**config.mk**
```make
export PLATFORM = sky130hd
export DESIGN_NAME = sha1_digest
export DESIGN_NICKNAME = d
export VERILOG_FILES = /design/src/rtl/sha1_pkg.sv /design/src/rtl/sha1_front.sv /design/src/rtl/sha1_back.sv /design/src/rtl/sha1_digest.sv
export VERILOG_INCLUDE_DIRS = /design/src /design/src/rtl
export SDC_FILE = /design/constraint.sdc
export NUM_CORES = 2
export LEC_CHECK = 0
export ABC_AREA = 1
export BUFFER_PORTS_ARGS = -buffer_cell sky130_fd_sc_hd__clkbuf_2
export CORE_MARGIN = 1
export CORE_UTILIZATION = 59
export CTS_CLUSTER_DIAMETER = 40
export DETAILED_ROUTE_END_ITERATION = 8
export PLACE_DENSITY_LB_ADDON = 0.3
export SYNTH_ARGS = -nofsm -noshare
export SYNTH_HDL_FRONTEND = slang
export SYNTH_SLANG_ARGS = --single-unit
export TNS_END_PERCENT = 20
```
**constraint.sdc**
```tcl
create_clock -name clk -period 52.5 [get_ports clk]
set_input_delay 10.5 -clock clk [delete_from_list [all_inputs] [get_ports clk]]
set_output_delay 10.5 -clock clk [all_outputs]
set_load 0.1 [all_outputs]
```
**src/rtl/sha1_digest_macros.svh**
```systemverilog
// ----------------------------------------------------------------------------
// sha1_digest_macros
// concurrent assertion shorthands shared by sha1_front and sha1_back
// ----------------------------------------------------------------------------
`ifndef SHA1_DIGEST_MACROS_SVH
`define SHA1_DIGEST_MACROS_SVH

// same-cycle implication, sampled on clk, off during reset
`define SHA1_ASSERT_SAME(label, ante, cons, msg) \
	label: assert property (@(posedge clk) disable iff (!arst_n) (ante) |-> (cons)) \
		else $error(msg);

// next-cycle implication, sampled on clk, off during reset
`define SHA1_ASSERT_NEXT(label, ante, cons, msg) \
	label: assert property (@(posedge clk) disable iff (!arst_n) (ante) |=> (cons)) \
		else $error(msg);

`endif

```
**src/rtl/sha1_pkg.sv**
```systemverilog
// ----------------------------------------------------------------------------
// sha1_pkg
// shared types, constants and round helpers for the sha1 digest block
// ----------------------------------------------------------------------------
package sha1_pkg;

	localparam int unsigned QUEUE_DEPTH = 4;

	localparam logic [6:0] LAST_ROUND    = 7'd79;
	localparam logic [2:0] LAST_WORD_IDX = 3'd4;
	localparam logic [5:0] LAST_POS      = 6'd63;
	localparam logic [5:0] LEN_POS       = 6'd56;
	localparam logic [7:0] PAD_BYTE      = 8'h80;

	typedef logic [31:0] word_t;
	typedef word_t [4:0] chain_t;

	localparam chain_t INIT_CHAIN = {
		32'hC3D2E1F0, 32'h10325476, 32'h98BADCFE, 32'hEFCDAB89, 32'h67452301
	};

	localparam word_t K0 = 32'h5A827999;
	localparam word_t K1 = 32'h6ED9EBA1;
	localparam word_t K2 = 32'h8F1BBCDC;
	localparam word_t K3 = 32'hCA62C1D6;

	typedef struct packed {
		logic [7:0] data_byte;
		logic       has_byte;
		logic       message_end;
	} cmd_t;

	typedef enum logic [2:0] {
		ST_IDLE,
		ST_ROUND,
		ST_ADD,
		ST_PAD,
		ST_EMIT
	} state_t;

	function automatic word_t round_k(input logic [6:0] r);
		word_t k;
		if (r < 7'd20) begin
			k = K0;
		end else if (r < 7'd40) begin
			k = K1;
		end else if (r < 7'd60) begin
			k = K2;
		end else begin
			k = K3;
		end
		return k;
	endfunction

	function automatic word_t round_f(input logic [6:0] r, input word_t b,
			input word_t c, input word_t d);
		word_t f;
		if (r < 7'd20) begin
			f = (b & c) | (~b & d);
		end else if (r < 7'd40 || r >= 7'd60) begin
			f = b ^ c ^ d;
		end else begin
			f = (b & c) | (b & d) | (c & d);
		end
		return f;
	endfunction

endpackage

```
**src/rtl/sha1_front.sv**
```systemverilog
// ----------------------------------------------------------------------------
// sha1_front
// input side: takes byte beats, drops empty ones, queues the rest
// ----------------------------------------------------------------------------
`include "sha1_digest_macros.svh"

module sha1_front
	import sha1_pkg::*;
#(
	parameter int unsigned DEPTH = QUEUE_DEPTH
) (
	input  logic       clk,
	input  logic       arst_n,
	input  logic       s_tvalid,
	output logic       s_tready,
	input  logic [7:0] s_tdata,   // [7:0] data_byte
	input  logic       s_tuser,   // [0] has_byte
	input  logic       s_tlast,   // message_end
	output logic       cmd_valid,
	input  logic       cmd_ready,
	output cmd_t       cmd
);

	localparam int unsigned PTR_W = (DEPTH > 1) ? $clog2(DEPTH) : 1;
	localparam int unsigned CNT_W = $clog2(DEPTH + 1);

	cmd_t             queue_q [DEPTH];
	logic [PTR_W-1:0] wr_ptr_q;
	logic [PTR_W-1:0] rd_ptr_q;
	logic [CNT_W-1:0] count_q;
	logic             push;
	logic             pop;

	assign s_tready  = (count_q != CNT_W'(DEPTH));
	assign cmd_valid = (count_q != '0);
	assign cmd       = queue_q[rd_ptr_q];

	// beats with no byte and no end carry nothing
	assign push = s_tvalid && s_tready && (s_tuser || s_tlast);
	assign pop  = cmd_valid && cmd_ready;

	always_ff @(posedge clk or negedge arst_n) begin
		if (!arst_n) begin
			wr_ptr_q <= '0;
			rd_ptr_q <= '0;
			count_q  <= '0;
		end else begin
			if (push) begin
				wr_ptr_q <= (wr_ptr_q == PTR_W'(DEPTH - 1)) ? '0 : wr_ptr_q + 1'b1;
			end
			if (pop) begin
				rd_ptr_q <= (rd_ptr_q == PTR_W'(DEPTH - 1)) ? '0 : rd_ptr_q + 1'b1;
			end
			if (push && !pop) begin
				count_q <= count_q + 1'b1;
			end else if (pop && !push) begin
				count_q <= count_q - 1'b1;
			end
		end
	end

	always_ff @(posedge clk) begin
		if (push) begin
			queue_q[wr_ptr_q] <= '{data_byte: s_tdata, has_byte: s_tuser,
				message_end: s_tlast};
		end
	end

	`SHA1_ASSERT_SAME(a_count_bound, 1'b1, count_q <= CNT_W'(DEPTH), "queue count over depth")
	`SHA1_ASSERT_NEXT(a_count_up, push && !pop, count_q == $past(count_q) + 1'b1, "queue count lost a beat")

endmodule

```
**src/rtl/sha1_back.sv**
```systemverilog
// ----------------------------------------------------------------------------
// sha1_back
// block packing, padding, 80-round compression and digest output register
// ----------------------------------------------------------------------------
`include "sha1_digest_macros.svh"

module sha1_back
	import sha1_pkg::*;
(
	input  logic        clk,
	input  logic        arst_n,
	input  logic        cmd_valid,
	output logic        cmd_ready,
	input  cmd_t        cmd,
	output logic        m_tvalid,
	input  logic        m_tready,
	output logic [31:0] m_tdata,   // [31:0] digest_word
	output logic [2:0]  m_tuser,   // [2:0] word_index
	output logic        m_tlast    // last_word
);

	state_t      state_q;
	state_t      state_d;
	state_t      after_q;
	state_t      after_d;
	logic [5:0]  pos_q;
	logic [60:0] len_q;
	logic [6:0]  round_q;
	logic [2:0]  idx_q;
	logic        pad_first_q;
	logic        len_ok_q;
	chain_t      chain_q;
	logic [23:0] acc_q;
	word_t       sched_q [16];
	word_t       a_q, b_q, c_q, d_q, e_q;
	logic        m_tvalid_q;
	logic [31:0] m_tdata_q;
	logic [2:0]  m_tuser_q;
	logic        m_tlast_q;

	logic        put_byte;
	logic [7:0]  put_val;
	logic        len_inc;
	logic        go_round;
	logic        load_out;
	logic [63:0] len_bits;
	logic [7:0]  len_byte;
	word_t       sched_x;
	word_t       sched_new;
	word_t       t_sum;

	assign len_bits  = {len_q, 3'b000};
	assign len_byte  = len_bits[{~pos_q[2:0], 3'b000} +: 8];
	assign sched_x   = sched_q[13] ^ sched_q[8] ^ sched_q[2] ^ sched_q[0];
	assign sched_new = {sched_x[30:0], sched_x[31]};
	assign t_sum     = {a_q[26:0], a_q[31:27]} + round_f(round_q, b_q, c_q, d_q)
		+ e_q + round_k(round_q) + sched_q[0];

	always_comb begin
		state_d   = state_q;
		after_d   = after_q;
		cmd_ready = 1'b0;
		put_byte  = 1'b0;
		put_val   = cmd.data_byte;
		len_inc   = 1'b0;
		go_round  = 1'b0;
		load_out  = 1'b0;
		case (state_q)
			ST_IDLE: begin
				cmd_ready = 1'b1;
				if (cmd_valid) begin
					if (cmd.has_byte) begin
						put_byte = 1'b1;
						len_inc  = 1'b1;
					end
					if (cmd.has_byte && pos_q == LAST_POS) begin
						go_round = 1'b1;
						state_d  = ST_ROUND;
						after_d  = cmd.message_end ? ST_PAD : ST_IDLE;
					end else if (cmd.message_end) begin
						state_d = ST_PAD;
					end
				end
			end
			ST_ROUND: begin
				if (round_q == LAST_ROUND) begin
					state_d = ST_ADD;
				end
			end
			ST_ADD: begin
				state_d = after_q;
			end
			ST_PAD: begin
				put_byte = 1'b1;
				if (pad_first_q) begin
					put_val = PAD_BYTE;
				end else if (len_ok_q && pos_q >= LEN_POS) begin
					put_val = len_byte;
				end else begin
					put_val = '0;
				end
				if (pos_q == LAST_POS) begin
					go_round = 1'b1;
					state_d  = ST_ROUND;
					after_d  = (!pad_first_q && len_ok_q) ? ST_EMIT : ST_PAD;
				end
			end
			ST_EMIT: begin
				load_out = !m_tvalid_q || m_tready;
				if (load_out && idx_q == LAST_WORD_IDX) begin
					state_d = ST_IDLE;
				end
			end
			default: begin
				state_d = ST_IDLE;
			end
		endcase
	end

	always_ff @(posedge clk or negedge arst_n) begin
		if (!arst_n) begin
			state_q     <= ST_IDLE;
			after_q     <= ST_IDLE;
			pos_q       <= '0;
			len_q       <= '0;
			round_q     <= '0;
			idx_q       <= '0;
			pad_first_q <= 1'b1;
			len_ok_q    <= 1'b0;
			chain_q     <= INIT_CHAIN;
			m_tvalid_q  <= 1'b0;
		end else begin
			state_q <= state_d;
			after_q <= after_d;
			if (put_byte) begin
				pos_q <= pos_q + 1'b1;
			end
			if (len_inc) begin
				len_q <= len_q + 1'b1;
			end
			if (state_q == ST_IDLE) begin
				pad_first_q <= 1'b1;
			end else if (state_q == ST_PAD) begin
				if (pad_first_q) begin
					pad_first_q <= 1'b0;
					len_ok_q    <= (pos_q < LEN_POS) || (pos_q == LAST_POS);
				end else if (pos_q == LAST_POS) begin
					len_ok_q <= 1'b1;
				end
			end
			if (state_q == ST_ROUND) begin
				round_q <= (round_q == LAST_ROUND) ? '0 : round_q + 1'b1;
			end
			if (state_q == ST_ADD) begin
				chain_q[0] <= chain_q[0] + a_q;
				chain_q[1] <= chain_q[1] + b_q;
				chain_q[2] <= chain_q[2] + c_q;
				chain_q[3] <= chain_q[3] + d_q;
				chain_q[4] <= chain_q[4] + e_q;
			end
			if (load_out) begin
				m_tvalid_q <= 1'b1;
				if (idx_q == LAST_WORD_IDX) begin
					idx_q   <= '0;
					chain_q <= INIT_CHAIN;
					len_q   <= '0;
				end else begin
					idx_q <= idx_q + 1'b1;
				end
			end else if (m_tready) begin
				m_tvalid_q <= 1'b0;
			end
		end
	end

	always_ff @(posedge clk) begin
		if (put_byte) begin
			if (pos_q[1:0] == 2'd3) begin
				for (int i = 0; i < 15; i++) begin
					sched_q[i] <= sched_q[i + 1];
				end
				sched_q[15] <= {acc_q, put_val};
			end else begin
				acc_q <= {acc_q[15:0], put_val};
			end
		end else if (state_q == ST_ROUND) begin
			for (int i = 0; i < 15; i++) begin
				sched_q[i] <= sched_q[i + 1];
			end
			sched_q[15] <= sched_new;
		end
		if (go_round) begin
			a_q <= chain_q[0];
			b_q <= chain_q[1];
			c_q <= chain_q[2];
			d_q <= chain_q[3];
			e_q <= chain_q[4];
		end else if (state_q == ST_ROUND) begin
			a_q <= t_sum;
			b_q <= a_q;
			c_q <= {b_q[1:0], b_q[31:2]};
			d_q <= c_q;
			e_q <= d_q;
		end
		if (load_out) begin
			m_tdata_q <= chain_q[idx_q];
			m_tuser_q <= idx_q;
			m_tlast_q <= (idx_q == LAST_WORD_IDX);
		end
	end

	assign m_tvalid = m_tvalid_q;
	assign m_tdata  = m_tdata_q;
	assign m_tuser  = m_tuser_q;
	assign m_tlast  = m_tlast_q;

	`SHA1_ASSERT_SAME(a_round_bound, 1'b1, round_q <= LAST_ROUND, "round counter past last round")
	`SHA1_ASSERT_NEXT(a_round_done, state_q == ST_ROUND && round_q == LAST_ROUND, state_q == ST_ADD, "compression did not finish")
	`SHA1_ASSERT_SAME(a_last_word, m_tvalid_q, m_tlast_q == (m_tuser_q == LAST_WORD_IDX), "last flag off the final word")

endmodule

```
**src/rtl/sha1_digest.sv**
```systemverilog
// ----------------------------------------------------------------------------
// sha1_digest
// streaming sha1 over a byte-serial message, five digest words per message
// ----------------------------------------------------------------------------
// input beat: tdata carries one message byte, tuser says the byte is present,
// tlast ends the message after that byte. beats with neither are dropped.
// output beat: tdata is a 32-bit digest word, tuser its index 0 to 4, tlast
// marks index 4. five beats follow every message end.
// the input side takes one beat a cycle into a small queue while it has room;
// the back end packs one byte a cycle while idle, and every 64th byte starts
// the round unit, which runs one round a cycle for 80 rounds and then does
// the chaining add. at the end the back end writes padding one byte a cycle
// to the block end (into a second block if the length field spills over),
// and then the digest leaves one word a cycle through the output register
// while the receiver takes them.
// reset empties the queue and loads the initial chaining value.
// when the receiver stalls, the output register holds its word, the back end
// waits, the queue fills and s_tready drops.
// ----------------------------------------------------------------------------
module sha1_digest
	import sha1_pkg::*;
#(
	parameter int unsigned CMD_QUEUE_DEPTH = QUEUE_DEPTH
) (
	input  logic        clk,
	input  logic        arst_n,
	input  logic        s_tvalid,
	output logic        s_tready,
	input  logic [7:0]  s_tdata,   // [7:0] data_byte
	input  logic        s_tuser,   // [0] has_byte
	input  logic        s_tlast,   // message_end
	output logic        m_tvalid,
	input  logic        m_tready,
	output logic [31:0] m_tdata,   // [31:0] digest_word
	output logic [2:0]  m_tuser,   // [2:0] word_index
	output logic        m_tlast    // last_word
);

	logic cmd_valid;
	logic cmd_ready;
	cmd_t cmd;

	sha1_front #(
		.DEPTH(CMD_QUEUE_DEPTH)
	) u_front (
		.clk      (clk),
		.arst_n   (arst_n),
		.s_tvalid (s_tvalid),
		.s_tready (s_tready),
		.s_tdata  (s_tdata),
		.s_tuser  (s_tuser),
		.s_tlast  (s_tlast),
		.cmd_valid(cmd_valid),
		.cmd_ready(cmd_ready),
		.cmd      (cmd)
	);

	sha1_back u_back (
		.clk      (clk),
		.arst_n   (arst_n),
		.cmd_valid(cmd_valid),
		.cmd_ready(cmd_ready),
		.cmd      (cmd),
		.m_tvalid (m_tvalid),
		.m_tready (m_tready),
		.m_tdata  (m_tdata),
		.m_tuser  (m_tuser),
		.m_tlast  (m_tlast)
	);

endmodule
```
==> results.py <==
metrics = {
    "outcome": {
        "status": "finished clean",
    },
    "layout": {
        "layout_commonest_cell": "nand2_1",
        "final_cell_mix": "nand2_1, inv_1, edfxtp_1, nor2_1, o21ai_0",
        "fill_cells": 7499,
        "drive_gt1_frac": 0.0747,
        "syn2layout_area_growth_pct": 11.8,
        "num-nets-final": 6568,
    },
    "timing": {
        "skew_ps": 30.8,
        "rsz0062_at_grt": "no",
        "tns_ps": 0,
        "hold_violations": 0,
        "period_share": 0.242,
        "max-slew-margin-rel": 0.0177,
        "setup_viol": 0,
        "min_period_ps": 12690,
        "maxSlewViolCount": 0,
        "fmax_mhz": 78.8,
        "fin_ws_ps": 39810,
        "worst_pin_slew_ps": 1460,
    },
    "critical_path": {
        "cp_slowest_cell": "inv_2",
        "worstPathArrival_ps": 13370,
        "startpoint_type": "input pin",
        "critPathBufInv": 5,
        "critPathKind": "in2reg",
        "slowest_delay_ps": 760,
        "cp_max_fo": 67,
        "critical_path.cell_chain": "clkbuf_2, nor2_1, inv_1, nand2_1, nor2_4, buf_4, inv_2, buf_4, o21ai_0, a21oi_1",
        "crit_start": "m_tready",
        "reg2reg_from": "u_front.rd_ptr_q[0]$_DFFE_PN0P_",
        "critPathRequiredTime_ps": 53190,
        "crit_family": "buffers and inverters",
        "crit_top_cell": "buf_4",
        "worst_setup_path_end_kind": "register",
    },
    "synthesis": {
        "yosys.area_share.simple": 0.176,
        "synth_xor_area_frac": 0.0266,
        "netlist_instances": 6119,
        "yosys.area.top_type": "edfxtp_1",
        "yosysWarnings": 0,
        "ys_ff_latch": 1024,
        "avgSynthCellArea_sq_um": 9.26,
        "synth_mux_area_frac": 0.000199,
        "netlist.area_leader.share": 0.409,
        "syn-cell-area_sq_mm": 0.0566,
        "syn_nets": 6490,
        "synth_compound_area_frac": 0.112,
        "synth_edf_count": 772,
        "seq_area_frac_synth": 0.522,
        "ys_async_sr_fraction": 0.246,
        "synth_top_family_by_area": "simple AND/OR/NAND/NOR gates",
        "synthDistinctLibCells": 54,
        "synth_fa_ha_area_frac": 0.0954,
        "synth_ff_type": "edfxtp_1",
        "synth.area.top_cells": "edfxtp_1, nand2_1, dfrtp_1, inv_1, ha_1",
    },
    "clock_network": {
        "ctsHoldBuffers": 0,
        "ctsHtreeMaxLevel": 4,
        "clockBufferDepth": 3,
        "cts_buffers": 146,
        "clock-root-buffer": "clkbuf_16",
        "cts_setup_buffers": 0,
        "clk_latency_ps": 770,
        "clk_pin_slew_ps": 60,
        "ctsResizeCount": 0,
        "tritoncts": "yes",
        "cts.sinks": 1024,
    },
    "place": {
        "port_buffers": 51,
        "gp_congestion": 1.08,
        "dp_hpwl_mm": 136,
        "place_ws_ps": 39200,
    },
    "die": {
        "die_height_microns": 312,
        "top_level_ports": 52,
        "dieWidth_microns": 312,
        "initial_core_util": 0.596,
        "core_sq_mm": 0.0950,
        "rows": 113,
        "dieArea_sq_mm": 0.0973,
    },
    "routing": {
        "vias_per_cell": 6.06,
        "finalWirelength_mm": 187,
        "antenna_left": 0,
        "drc": 0,
        "routedWlPerCell_microns": 24.6,
        "drt_iter0_markers": 5766,
        "first_pass_iters": 6,
        "vias": 45980,
    },
    "job": {
        "maxCapViolations": 0,
    },
    "global_route": {
        "grt.overflow.total": 0,
        "grt_max_degree": 210,
        "antenna_found_initial": 7,
        "grt_util_all_layers": 0.383,
        "grt_pass1_vias": 43817,
        "grt_pass1_wl_mm": 275,
    },
    "hold_path": {
        "holdCritStartpoint": "u_back.sched_q[0][295]$_DFFE_PP_",
        "hold_path_class": "reg2reg",
    },
}
[metrics by stage]
stage / hold WS (ps) / cells / utilization / cell area, sq um
2_1_floorplan: 400 / 6119 / - / 56600
3_3_place_gp: 400 / 7314 / 0.612 / 58200
3_5_place_dp: 405 / 7314 / 0.612 / 58200
4_1_cts: 406 / 7587 / 0.666 / 63300
5_1_grt: 412 / 7587 / 0.666 / 63300
6_report: 409 / 7592 / 0.667 / 63300
[Yosys cell counts (all sizes together), types with 18 or more instances]
| cell type | number |
|---|---|
| a21o | 20 |
| a21oi | 454 |
| buf | 66 |
| clkbuf | 93 |
| dfrtp | 171 |
| dfstp | 81 |
| edfxtp | 772 |
| fa | 125 |
| ha | 232 |
| inv | 831 |
| nand2 | 1298 |
| nand3 | 307 |
| nand4 | 61 |
| nor2 | 555 |
| nor3 | 119 |
| nor4 | 18 |
| o211ai | 56 |
| o21ai | 530 |
| o21bai | 30 |
| o221ai | 22 |
| xnor2 | 120 |
| xor2 | 52 |
[registers in the layout, indices dropped and copies added (netlist names), 2 cells and up]
| register | flops |
|---|---|
| u_back.c_q | 32 |
| u_back.state_q | 3 |
| u_back.len_q | 61 |
| u_back.m_tdata | 32 |
| u_back.round_q | 7 |
| u_front.wr_ptr_q | 2 |
| u_back.acc_q | 24 |
| u_back.e_q | 32 |
| u_back.sched_q | 512 |
| u_front.queue_q | 40 |
| u_front.count_q | 3 |
| u_back.m_tuser | 3 |
| u_back.a_q | 32 |
| u_back.d_q | 32 |
| u_back.chain_q | 160 |
| u_back.pos_q | 6 |
| u_front.rd_ptr_q | 2 |
| u_back.b_q | 32 |
| u_back.idx_q | 3 |
| u_back.after_q | 2 |
[worst register-to-register path, delay by kind of cell, from the launching register on]
family	cells	cell delay, ps
AO/OA/AOI/OAI	1	180
buffers and inverters	7	5550
AND/OR/NAND/NOR	5	600
flip-flops	1	640
[per-layer routing]
metal	GRT usage	wire [microns]	share of wire
met2	0.571	81600	0.44
met4	0.188	10200	0.055
met1	0.525	74700	0.40
met5	0	46	0.00025
met3	0.0932	20000	0.11
[final timing paths]
| kind | cells past startpoint | slack [ps] | to |
|---|---|---|---|
| max in group asynchronous | 3 | 40520 | u_back.chain_q[104]$_DFF_PN0_ |
| min in group asynchronous | 1 | 9820 | u_back.chain_q[147]$_DFF_PN0_ |
| hold reg to reg | 0 | 410 | u_back.sched_q[0][263]$_DFFE_PP_ |
| setup / recovery | 10 | 39810 | u_back.chain_q[4]$_DFF_PN0_ |
| hold / removal | 0 | 410 | u_back.sched_q[0][263]$_DFFE_PP_ |
| setup reg to reg | 13 | 45080 | u_back.sched_q[0][147]$_DFFE_PP_ |
[final cells by class]
class	instances	area, sq um	area share
sequential	1024	29600	0.467
antenna	5	12.5	0.000198
timing repair buffer	89	563	0.00889
clock inverter	106	1320	0.0208
inverter	836	3150	0.0497
tap	1265	1580	0.0250
multi-input combinational	4100	23300	0.368
clock buffer	167	3820	0.0604
[cells by family after synthesis]
kind of cell,Yosys count
AND/OR/NAND/NOR,2395
AO/OA/AOI/OAI,1175
flip-flops,1024
buffers and inverters,995
adder cells (fa/ha/maj),357
XOR/XNOR,172
multiplexers,1
Power is not shown: default switching activity piles up to over one toggle a cycle in this logic, so the estimate is an artifact.
